[src/rtl/tpse_pkg.sv]
package tpse_pkg;

    // fixed point widths
    localparam int unsigned QW = 32;
    localparam int unsigned PW = 2 * QW - QW / 2;
    localparam int unsigned WW = 52;

    // port widths
    localparam int unsigned IN_W      = 64;
    localparam int unsigned OUT_W     = 200;
    localparam int unsigned SLOT_W    = 3;
    localparam int unsigned MAP_W     = 6;
    localparam int unsigned CFG_IDX_W = 3;
    localparam int unsigned CFG_W     = 32;

    typedef logic signed [QW-1:0] q_t;
    typedef logic signed [PW-1:0] prod_t;
    typedef logic signed [WW-1:0] wide_t;

    localparam q_t Q_ONE = 32'sh0001_0000;
    localparam q_t Q_MAX = {1'b0, {(QW-1){1'b1}}};
    localparam q_t Q_MIN = {1'b1, {(QW-1){1'b0}}};

    // configuration register indexes
    typedef enum logic [CFG_IDX_W-1:0] {
        REG_ORIGIN_X  = 3'd0,
        REG_ORIGIN_Y  = 3'd1,
        REG_GRAD_S_X  = 3'd2,
        REG_GRAD_S_Y  = 3'd3,
        REG_GRAD_T_X  = 3'd4,
        REG_GRAD_T_Y  = 3'd5,
        REG_EDGE_MAP  = 3'd6
    } cfg_reg_t;

    // register contents plus the derived gradient of r
    typedef struct packed {
        q_t               origin_x;
        q_t               origin_y;
        q_t               grad_s_x;
        q_t               grad_s_y;
        q_t               grad_t_x;
        q_t               grad_t_y;
        q_t               grad_r_x;
        q_t               grad_r_y;
        logic [MAP_W-1:0] edge_slot_map;
    } cfg_t;

    function automatic wide_t widen(input q_t v);
        return {{(WW-QW){v[QW-1]}}, v};
    endfunction

    function automatic wide_t widen_p(input prod_t v);
        return {{(WW-PW){v[PW-1]}}, v};
    endfunction

    // clamp to the signed 32 bit range
    function automatic q_t sat_q(input wide_t v);
        q_t res;
        if ((&v[WW-1:QW-1]) || !(|v[WW-1:QW-1]))
            res = v[QW-1:0];
        else if (v[WW-1])
            res = Q_MIN;
        else
            res = Q_MAX;
        return res;
    endfunction

    // q16.16 product, rounded half up by floor
    function automatic prod_t mulq(input q_t a, input q_t b);
        logic signed [2*QW-1:0] p;
        p = a * b;
        p = p + $signed({{(QW+QW/2){1'b0}}, 1'b1, {(QW/2-1){1'b0}}});
        return p[2*QW-1:QW/2];
    endfunction

    // edge slot from a 2 bit map field, a field of three lands on slot five
    function automatic logic [SLOT_W-1:0] edge_slot(input logic [1:0] f);
        logic [SLOT_W-1:0] res;
        if (f == 2'd3)
            res = 3'd5;
        else
            res = 3'd3 + {1'b0, f};
        return res;
    endfunction

endpackage

[src/rtl/tpse_cfg.sv]
module tpse_cfg (
    input  logic                           clk,
    input  logic                           rst_n,
    input  logic                           cfg_we,
    input  logic [tpse_pkg::CFG_IDX_W-1:0] cfg_index,
    input  logic [tpse_pkg::CFG_W-1:0]     cfg_data,
    output tpse_pkg::cfg_t                 cfg
);

    tpse_pkg::q_t                     origin_x_reg;
    tpse_pkg::q_t                     origin_y_reg;
    tpse_pkg::q_t                     grad_s_x_reg;
    tpse_pkg::q_t                     grad_s_y_reg;
    tpse_pkg::q_t                     grad_t_x_reg;
    tpse_pkg::q_t                     grad_t_y_reg;
    tpse_pkg::q_t                     grad_r_x_reg;
    tpse_pkg::q_t                     grad_r_y_reg;
    logic [tpse_pkg::MAP_W-1:0]       edge_map_reg;
    tpse_pkg::q_t                     grad_r_x_next;
    tpse_pkg::q_t                     grad_r_y_next;

    // register writes
    always_ff @(posedge clk or negedge rst_n)
    begin
        if (!rst_n)
        begin
            origin_x_reg <= '0;
            origin_y_reg <= '0;
            grad_s_x_reg <= tpse_pkg::Q_ONE;
            grad_s_y_reg <= '0;
            grad_t_x_reg <= '0;
            grad_t_y_reg <= tpse_pkg::Q_ONE;
            edge_map_reg <= 6'd36;
        end
        else if (cfg_we)
        begin
            unique case (tpse_pkg::cfg_reg_t'(cfg_index))
                tpse_pkg::REG_ORIGIN_X: origin_x_reg <= cfg_data;
                tpse_pkg::REG_ORIGIN_Y: origin_y_reg <= cfg_data;
                tpse_pkg::REG_GRAD_S_X: grad_s_x_reg <= cfg_data;
                tpse_pkg::REG_GRAD_S_Y: grad_s_y_reg <= cfg_data;
                tpse_pkg::REG_GRAD_T_X: grad_t_x_reg <= cfg_data;
                tpse_pkg::REG_GRAD_T_Y: grad_t_y_reg <= cfg_data;
                tpse_pkg::REG_EDGE_MAP: edge_map_reg <= cfg_data[tpse_pkg::MAP_W-1:0];
                default: ;
            endcase
        end
    end

    // gradient of r is minus the sum of the other two
    always_comb
    begin
        grad_r_x_next = tpse_pkg::sat_q(-tpse_pkg::widen(grad_s_x_reg)
                                        - tpse_pkg::widen(grad_t_x_reg));
        grad_r_y_next = tpse_pkg::sat_q(-tpse_pkg::widen(grad_s_y_reg)
                                        - tpse_pkg::widen(grad_t_y_reg));
    end

    always_ff @(posedge clk or negedge rst_n)
    begin
        if (!rst_n)
        begin
            grad_r_x_reg <= -tpse_pkg::Q_ONE;
            grad_r_y_reg <= -tpse_pkg::Q_ONE;
        end
        else
        begin
            grad_r_x_reg <= grad_r_x_next;
            grad_r_y_reg <= grad_r_y_next;
        end
    end

    assign cfg.origin_x      = origin_x_reg;
    assign cfg.origin_y      = origin_y_reg;
    assign cfg.grad_s_x      = grad_s_x_reg;
    assign cfg.grad_s_y      = grad_s_y_reg;
    assign cfg.grad_t_x      = grad_t_x_reg;
    assign cfg.grad_t_y      = grad_t_y_reg;
    assign cfg.grad_r_x      = grad_r_x_reg;
    assign cfg.grad_r_y      = grad_r_y_reg;
    assign cfg.edge_slot_map = edge_map_reg;

endmodule

[config.mk]
export PLATFORM = sky130hd
export DESIGN_NAME = tpse_cfg
export DESIGN_NICKNAME = d
export VERILOG_FILES = /design/src/rtl/tpse_pkg.sv /design/src/rtl/tpse_cfg.sv
export SDC_FILE = /design/constraint.sdc
export NUM_CORES = 1
export LEC_CHECK = 0
export ABC_AREA = 0
export BUFFER_PORTS_ARGS = -buffer_cell sky130_fd_sc_hd__buf_2
export CAP_MARGIN = 15
export CORE_UTILIZATION = 56
export DETAILED_ROUTE_END_ITERATION = 7
export PLACE_DENSITY = 0.82
export REMOVE_ABC_BUFFERS = 1
export SKIP_LAST_GASP = 1
export SYNTH_ARGS = -nofsm -noshare
export SYNTH_HDL_FRONTEND = slang
export SYNTH_SLANG_ARGS = --single-unit
export TNS_END_PERCENT = 1
[constraint.sdc]
create_clock -name clk -period 4.49 [get_ports clk]
set_clock_uncertainty 0.05 [all_clocks]
set_input_delay 0 -clock clk [delete_from_list [all_inputs] [get_ports clk]]
set_output_delay 0 -clock clk [all_outputs]
set_load 0.005 [all_outputs]
## After elaboration in Yosys (flattened, before gate mapping)

Cells that the tools add are included.

- Register bits after elaboration: 262
- Input port bits: 38

- $add $sub $neg: 4
- Equal/unequal tests: 6
- Mux-type cells: 4
- Reduce and logical (&&, ||, !) cells: 16

Operators by type and width:

| cell | count |
|---|---|
| $mux 32 | 4 |
| $neg 32->52 | 2 |
| $sub 52x32->52 | 2 |
| $reduce_and 21->1 | 2 |
| $reduce_or 21->1 | 2 |
| $reduce_and 2->1 | 7 |
| $eq 3x3->1 const B | 3 |
| $eq 3x2->1 const B | 2 |
| $eq 3x1->1 const B | 1 |
| $logic_not 3->1 | 1 |
| $logic_not 1->1 | 2 |
| $logic_or 1x1->1 | 2 |

## Depth between registers and ports, before layout

Gate-level depths: netlist (run 1).

- Depth in word-level cells: 6
- Mapped depth: 16
- Gate-level depth less buffers: 14

## Worst setup path after synthesis (run 1)

OpenSTA, ideal clock, no wires.

- Path type: register to register
- Start point: register grad_t_y_reg[1]
- End point: register grad_r_y_reg[14]
- Setup time: 128 ps
- Arrival: 3252 ps
- Setup slack: 1060 ps
- Stages on the path, launching flop included: 16
- Clock period less this slack: 3430 ps
- Path through: dfrtp_1 > ha_1 > inv_1 > ha_1 > inv_1 > fa_1 > nor2b_1 > o211a_1 > o21ai_1 > o21ai_2 > a21oi_2 > o21ai_1 > mux2_2 > a311oi_2 > buf_2 > o31ai_1

- Cells in the longest elaborated chain, start to end: 5

RTL lines:

| element | line | RTL |
|---|---|---|
| from (decl) | tpse_cfg.sv:15 | `tpse_pkg::q_t grad_t_y_reg;` |
| from (signal assigned) | tpse_cfg.sv:32 | `grad_t_y_reg <= tpse_pkg::Q_ONE;` |
| from (signal assigned) | tpse_cfg.sv:43 | `tpse_pkg::REG_GRAD_T_Y: grad_t_y_reg <= cfg_data;` |
| $sub 52x32->52 (*) | tpse_cfg.sv:56 | `- tpse_pkg::widen(grad_t_y_reg));` |
| $reduce_or 21->1 | tpse_pkg.sv:59 | `if ((&v[WW-1:QW-1]) \|\| !(\|v[WW-1:QW-1]))` |
| $logic_not 1->1 | tpse_pkg.sv:59 |  |
| $logic_or 1x1->1 | tpse_pkg.sv:59 |  |
| $mux 32 (*) | tpse_pkg.sv:59 |  |
| via grad_r_y_next[14] | tpse_cfg.sv:20 | `tpse_pkg::q_t grad_r_y_next;` |
| to (signal assigned) | tpse_cfg.sv:64 | `grad_r_y_reg <= -tpse_pkg::Q_ONE;` |
| to (signal assigned) | tpse_cfg.sv:69 | `grad_r_y_reg <= grad_r_y_next;` |
| to (decl) | tpse_cfg.sv:17 | `tpse_pkg::q_t grad_r_y_reg;` |

Mark *: on every way through the listed nets, which the timed path passes. The rest lies on a longest branch.
A chain may end at the register's enable or synchronous reset.

## Worst setup path after layout (run 1)

- Start point: register grad_t_x_reg[1]
- End point: register grad_r_x_reg[15]

- Cells in the longest elaborated chain, start to end: 5

RTL lines:

| element | line | RTL |
|---|---|---|
| from (decl) | tpse_cfg.sv:14 | `tpse_pkg::q_t grad_t_x_reg;` |
| from (signal assigned) | tpse_cfg.sv:42 | `tpse_pkg::REG_GRAD_T_X: grad_t_x_reg <= cfg_data;` |
| $sub 52x32->52 (*) | tpse_cfg.sv:54 | `- tpse_pkg::widen(grad_t_x_reg));` |
| $reduce_or 21->1 | tpse_pkg.sv:59 |  |
| $logic_not 1->1 | tpse_pkg.sv:59 |  |
| $logic_or 1x1->1 | tpse_pkg.sv:59 |  |
| $mux 32 (*) | tpse_pkg.sv:59 |  |
| via grad_r_x_next[15] | tpse_cfg.sv:19 | `tpse_pkg::q_t grad_r_x_next;` |
| to (signal assigned) | tpse_cfg.sv:63 | `grad_r_x_reg <= -tpse_pkg::Q_ONE;` |
| to (signal assigned) | tpse_cfg.sv:68 | `grad_r_x_reg <= grad_r_x_next;` |
| to (decl) | tpse_cfg.sv:16 | `tpse_pkg::q_t grad_r_x_reg;` |

Marks and branches as above.

==> flow_metrics.py, run 1 <==
metrics = {
    "status": {
        "status": "complete, no violations",
    },
    "clock_network": {
        "postCtsSetupBuffers": 0,
        "clockRootBuffer": "clkbuf_16",
        "clk_path_buf_depth": 3,
        "clk-insertion-delay-late_ps": 550,
        "cts_made_buffers": 27,
        "postCtsHoldBufs": 35,
        "cts_tree": "built",
        "cts_resized": 0,
        "h-tree-depth": 1,
        "clock-sinks": 262,
        "clk_pin_slew_worst_paths_ps": 70,
    },
    "critical_path": {
        "path_class": "reg -> reg",
        "end_kind": "flip-flop",
        "cp-start-kind": "flip-flop",
        "required_ps": 4840,
        "worstPathMaxFanout": 21,
        "r2r_cells": 15,
        "critPathArrivalTime_ps": 4320,
    },
    "timing": {
        "worst_pin_slew_ps": 907,
        "grt_setup_unrepaired": "no",
        "period_needed_ps": 3980,
        "setup_tns_ps": 0,
        "hold_viol": 0,
        "finalMaxSlewViolations": 0,
        "setup_violations": 0,
        "max_slew_margin_pct": 39.6,
        "max_freq_mhz": 252,
        "layout_worst_path_cycle_share_pct": 88.5,
    },
    "floorplanning": {
        "core_area_um2": 25100,
        "start_util_pct": 56.8,
        "die_area_um2": 26100,
        "die_height_um": 162,
        "rows": 58,
        "design.portCount": 300,
        "fp.dieW_um": 162,
    },
    "yosys": {
        "synth-seq-cells": 262,
        "synth_edf_count": 0,
        "ys_async_sr_fraction_pct": 100,
        "synth_warnings": 0,
        "synth.distinct_cells": 70,
        "synthCells": 1364,
        "yosys-top-cells-area": "dfrtp_1 (40%), ha_1 (11%), mux2_2 (11%)",
        "ys_top_cells_by_count": "dfrtp_1 (226), inv_1 (148), mux2_2 (137), ha_1 (128), o21ai_0 (124)",
        "synth_top_flop_cell": "dfrtp_1",
        "yosysMostFrequentCell": "dfrtp_1",
        "netlist_area_um2": 14300,
        "yosys.area.top_type_share_pct": 39.6,
        "yosysTopAreaCell": "dfrtp_1",
        "synth.avg_cell_area_um2": 10.5,
        "yosysSeqAreaShare_pct": 46.3,
    },
    "placement": {
        "dpl_cell_area_um2": 16100,
        "dpl.hpwl_um": 28200,
        "io_buffers": 299,
        "place.gp.congestion": 0.934,
    },
    "cells_and_area": {
        "syn2layout_area_growth_pct": 21.2,
        "diodes": 0,
        "drive_above_1_share_pct": 32.3,
        "fin_area_um2": 17300,
        "nets": 1848,
        "final_util_pct": 68.9,
    },
    "min_path": {
        "min_path_type": "in -> reg",
        "worstHoldPathCells": 4,
    },
    "pwr": {
        "ir_drop_mv": 0.546,
        "power.density_nw_per_um2": 685,
        "p_leak_nw": 8.53,
    },
    "global_routing": {
        "grtUsageTotal_pct": 29.4,
        "grt.overflow.total": 0,
        "antenna_found_initial": 0,
        "grt_pass1_vias": 11200,
        "grt_max_degree": 122,
        "grt_first_pass_wirelength_um": 60300,
    },
    "routing": {
        "ant_nets": 0,
        "drcViolationCount": 0,
        "routed_via_density": 5.68,
        "wire_per_inst_um": 19.1,
        "drt-initial-drc-count": 766,
        "wl_um": 38900,
        "first_pass_iters": 5,
        "route.vias.total": 11500,
    },
    "flow_run": {
        "maxCapViolations": 0,
    },
}
through the flow:
stage | power (mW) | setup slack, ps | hold WS, ps | instances
finish | 11.8 | 515 | 45.8 | 2031
global placement | 9.30 | 733 | 90.2 | 1946
CTS | 11.8 | 552 | 25.2 | 2031
detailed placement | 9.45 | 582 | 99.8 | 1946
global route | 12.6 | 368 | 90.7 | 2031
floorplan | 7.47 | 218 | -346 | 1303
layer usage:
layer,vias up,global-route usage [%],part of all wire (%)
met5,-,0,0
li1,5348,-,-
met3,101,3.44,5.3
met4,0,13.9,4.5
met1,5659,37.8,41
met2,428,49.8,50
critical path, stage by stage, from the launching register on:
cell,delay [ps]
dfrtp_1,400
ha_1,300
inv_1,60
ha_1,180
inv_1,60
fa_1,400
nand2b_1,190
a21o_1,170
a211oi_1,420
o211ai_1,200
a21oi_1,220
o21ai_0,130
and3_1,170
mux2i_2,390
buf_4,320
o21ai_0,150
power breakdown:
part | switching [mW] | leakage [nW] | internal [mW]
Sequential | 0.360 | 3.08 | 3.21
Clock | 0.945 | 0.434 | 1.31
Combinational | 3.49 | 5.01 | 2.53
layout make-up:
class,count,area (um2)
inverter,149,559
multi-input combinational,892,6860
clock buffer,39,771
fill,1854,7810
clock inverter,11,118
timing repair buffer,348,1970
sequential,262,6600
tap,330,413
layout by cell type, fill, tap and decap left out, types with 13 or more instances in the layout:
master and instances:
xnor2_1 26, mux2_2 137, inv_1 148, nand3_1 22
clkbuf_16 27, dfstp_2 36, xor2_1 26, nor2_1 38
o31ai_1 32, dfrtp_1 226, ha_1 128, buf_2 298
dlygate4sd3_1 35, a21oi_1 67, nand2_1 118, a21o_1 26
o21ai_0 124, buf_4 13
kinds of logic after synthesis:
| family | share of synthesized area, % |
|---|---|
| AND/OR/NAND/NOR | 8.27 |
| multiplexers | 11.0 |
| flip-flops | 46.3 |
| AO/OA/AOI/OAI | 13.8 |
| adder cells (fa/ha/maj) | 11.5 |
| buffers and inverters | 5.93 |
| XOR/XNOR | 3.19 |
worst paths after layout:
kind                                        startpoint                            to  slack [ps]
max in group asynchronous                        rst_n    grad_r_x_reg[31]$_DFF_PN1_        3170
min in group asynchronous                        rst_n  grad_t_y_reg[31]$_DFFE_PN0P_          90
min                                             cfg_we   grad_s_x_reg[2]$_DFFE_PN0P_          50
max reg2reg                grad_t_x_reg[1]$_DFFE_PN0P_    grad_r_x_reg[15]$_DFF_PN0_         510
min reg2reg                origin_y_reg[1]$_DFFE_PN0P_   origin_y_reg[1]$_DFFE_PN0P_         450
max                        grad_t_x_reg[1]$_DFFE_PN0P_    grad_r_x_reg[15]$_DFF_PN0_         510
Note: power is estimated with default switching activity, not from simulation.
==> run 2: changes to the inputs <==
Settings changed: CORE_MARGIN from default to 1.5, CORE_UTILIZATION 56 to 39, PLACE_DENSITY 0.82 to default, TNS_END_PERCENT 1 to 100.
==> flow_metrics.py, run 2 (synthesis gave the netlist of run 1 again) <==
metrics = {
    "status": {
        "status": "complete, no violations",
    },
    "critical_path": {
        "setup.worst_path.start": "grad_s_x_reg[1]$_DFFE_PN0P_",
        "rr_startpoint": "grad_s_x_reg[1]$_DFFE_PN0P_",
        "cp-start-kind": "flip-flop",
        "r2r_cells": 14,
        "cp.depth": 14,
        "crit_buf_inv": 2,
        "cp_cell_sequence": "ha_1 > inv_1 > ha_1 > inv_1 > fa_1 > nand2b_1 > a21o_1 > a211oi_1 > o211ai_1 > a21oi_1 > o21ai_0 > a21oi_1 > a21o_1 > o21ai_0",
        "worstPathMaxFanout": 31,
        "path_class": "reg -> reg",
        "crit_path_end": "grad_r_x_reg[14]$_DFF_PN0_",
        "critPathArrivalTime_ps": 4440,
        "required_ps": 4810,
        "crit_path_top_delay_cell": "a21o_1",
        "r2r-end": "grad_r_x_reg[14]$_DFF_PN0_",
        "end_kind": "flip-flop",
        "r2r_setup_slack_ps": 370,
        "cp_top_family": "compound AO/OA/AOI/OAI gates",
        "max_stage_delay_ps": 730,
    },
    "cells_and_area": {
        "diodes": 0,
        "finalNonFillerCells": 2166,
        "final_util_pct": 49.0,
        "nets": 1851,
        "syn2layout_area_growth_pct": 23.1,
        "final_cell_mix": "buf_2 (298), dfrtp_1 (226), inv_1 (148)",
        "drive_above_1_share_pct": 32.4,
        "layout_commonest_cell": "buf_2",
    },
    "routing": {
        "drt-initial-drc-count": 548,
        "ant_nets": 0,
        "routed_via_density": 5.13,
        "wire_per_inst_um": 18.8,
        "first_pass_iters": 5,
        "route.vias.total": 11100,
        "wl_um": 40600,
        "drcViolationCount": 0,
    },
    "floorplanning": {
        "fp.dieW_um": 194,
        "core_area_um2": 35800,
        "die_height_um": 194,
        "design.portCount": 300,
        "start_util_pct": 39.8,
        "die_area_um2": 37700,
        "rows": 69,
    },
    "pwr": {
        "power.density_nw_per_um2": 683,
        "ir_drop_mv": 0.461,
        "p_leak_nw": 8.58,
    },
    "clock_network": {
        "cts_tree": "built",
        "cts_resized": 0,
        "clk-insertion-delay-late_ps": 560,
        "clock-sinks": 262,
        "h-tree-depth": 1,
        "cts_made_buffers": 29,
        "clk_path_buf_depth": 3,
        "clk_pin_slew_worst_paths_ps": 60,
        "clockRootBuffer": "clkbuf_16",
    },
    "global_routing": {
        "grt_first_pass_wirelength_um": 63900,
        "grt.overflow.total": 0,
        "antenna_found_initial": 0,
        "grt_pass1_vias": 11200,
        "grt_max_degree": 121,
        "grtUsageTotal_pct": 21.3,
    },
    "placement": {
        "place.gp.congestion": 0.936,
        "dp_cells": 2076,
        "dpl.hpwl_um": 30000,
        "post-place-ws_ps": 460,
        "io_buffers": 299,
    },
    "timing": {
        "hold_viol": 0,
        "setup_ws_ps": 372,
        "layout_worst_path_cycle_share_pct": 91.7,
        "period_needed_ps": 4120,
        "setup_tns_ps": 0,
        "max_slew_margin_pct": 40.4,
        "setup_violations": 0,
        "max_freq_mhz": 243,
        "grt_setup_unrepaired": "no",
        "worst_pin_slew_ps": 895,
        "finalMaxSlewViolations": 0,
    },
    "flow_run": {
        "maxCapViolations": 0,
    },
    "min_path": {
        "worstHoldPathCells": 3,
        "min_path_type": "in -> reg",
    },
}
run 2: cell types whose count changed in the layout (fill, tap and decap cells not counted), sizes merged:
cell         delta
clkinvlp        -2
inv             -1
clkbuf          +6
dlygate4sd3     +1
run 2: stage by stage:
stage | hold slack, ps | instance area, um2 | total power, mW
after floorplan | -346 | 14000 | 7.47
after global placement | -30.6 | 16200 | 9.51
after detailed placement | -26.3 | 16200 | 9.54
after CTS | 14.8 | 17600 | 12.1
after global routing | 69.6 | 17600 | 13.0
final | 44.6 | 17600 | 12.0
run 2: cell type report:
type                    count  area (um2)
clock buffers              45         866
fillers                  3352       18300
repair buffers            349        2000
inverters                 149         559
flip-flops and latches    262        6600
well taps                 461         577
multi-input cells         892        6860
clock inverters             8        97.6
run 2: metal layers:
metal,share of wire (%),track usage [%],vias to the layer above
met1,45,28.0,5366
met5,0,0,-
li1,-,-,5380
met4,3.2,7.06,0
met3,4.1,2.64,80
met2,48,36.4,280
run 2: how the worst min path moves through the flow:
stage | start | to | slack (ps)
finish | cfg_we | edge_map_reg[0]$_DFFE_PN0P_ | 40
global route | rst_n | grad_r_x_reg[16]$_DFF_PN1_ | 70
CTS | cfg_we | edge_map_reg[0]$_DFFE_PN0P_ | 10
detailed placement | rst_n | grad_s_x_reg[1]$_DFFE_PN0P_ | -30
global placement | rst_n | grad_t_x_reg[1]$_DFFE_PN0P_ | -30
floorplan | rst_n | edge_map_reg[0]$_DFFE_PN0P_ | -350
run 2: repair_timing:
item,4_1_cts,5_1_grt
endpoints found under the hold margin,272,0
setup buffers,0,0
hold buffers,37,0
run 2: tightest hold or removal path: cells and delay by family:
kind | cells | cell delay [ps]
and+or+nand+nor | 1 | 280
muxes | 1 | 210
buffers and inverters | 1 | 130
run 2: power by group:
group	total (mW)	switching (mW)	leakage (nW)	internal, mW
Combinational	6.04	3.51	5.02	2.53
Sequential	3.55	0.332	3.08	3.21
Clock	2.41	0.982	0.477	1.43
Total	12.0	4.82	8.58	7.17
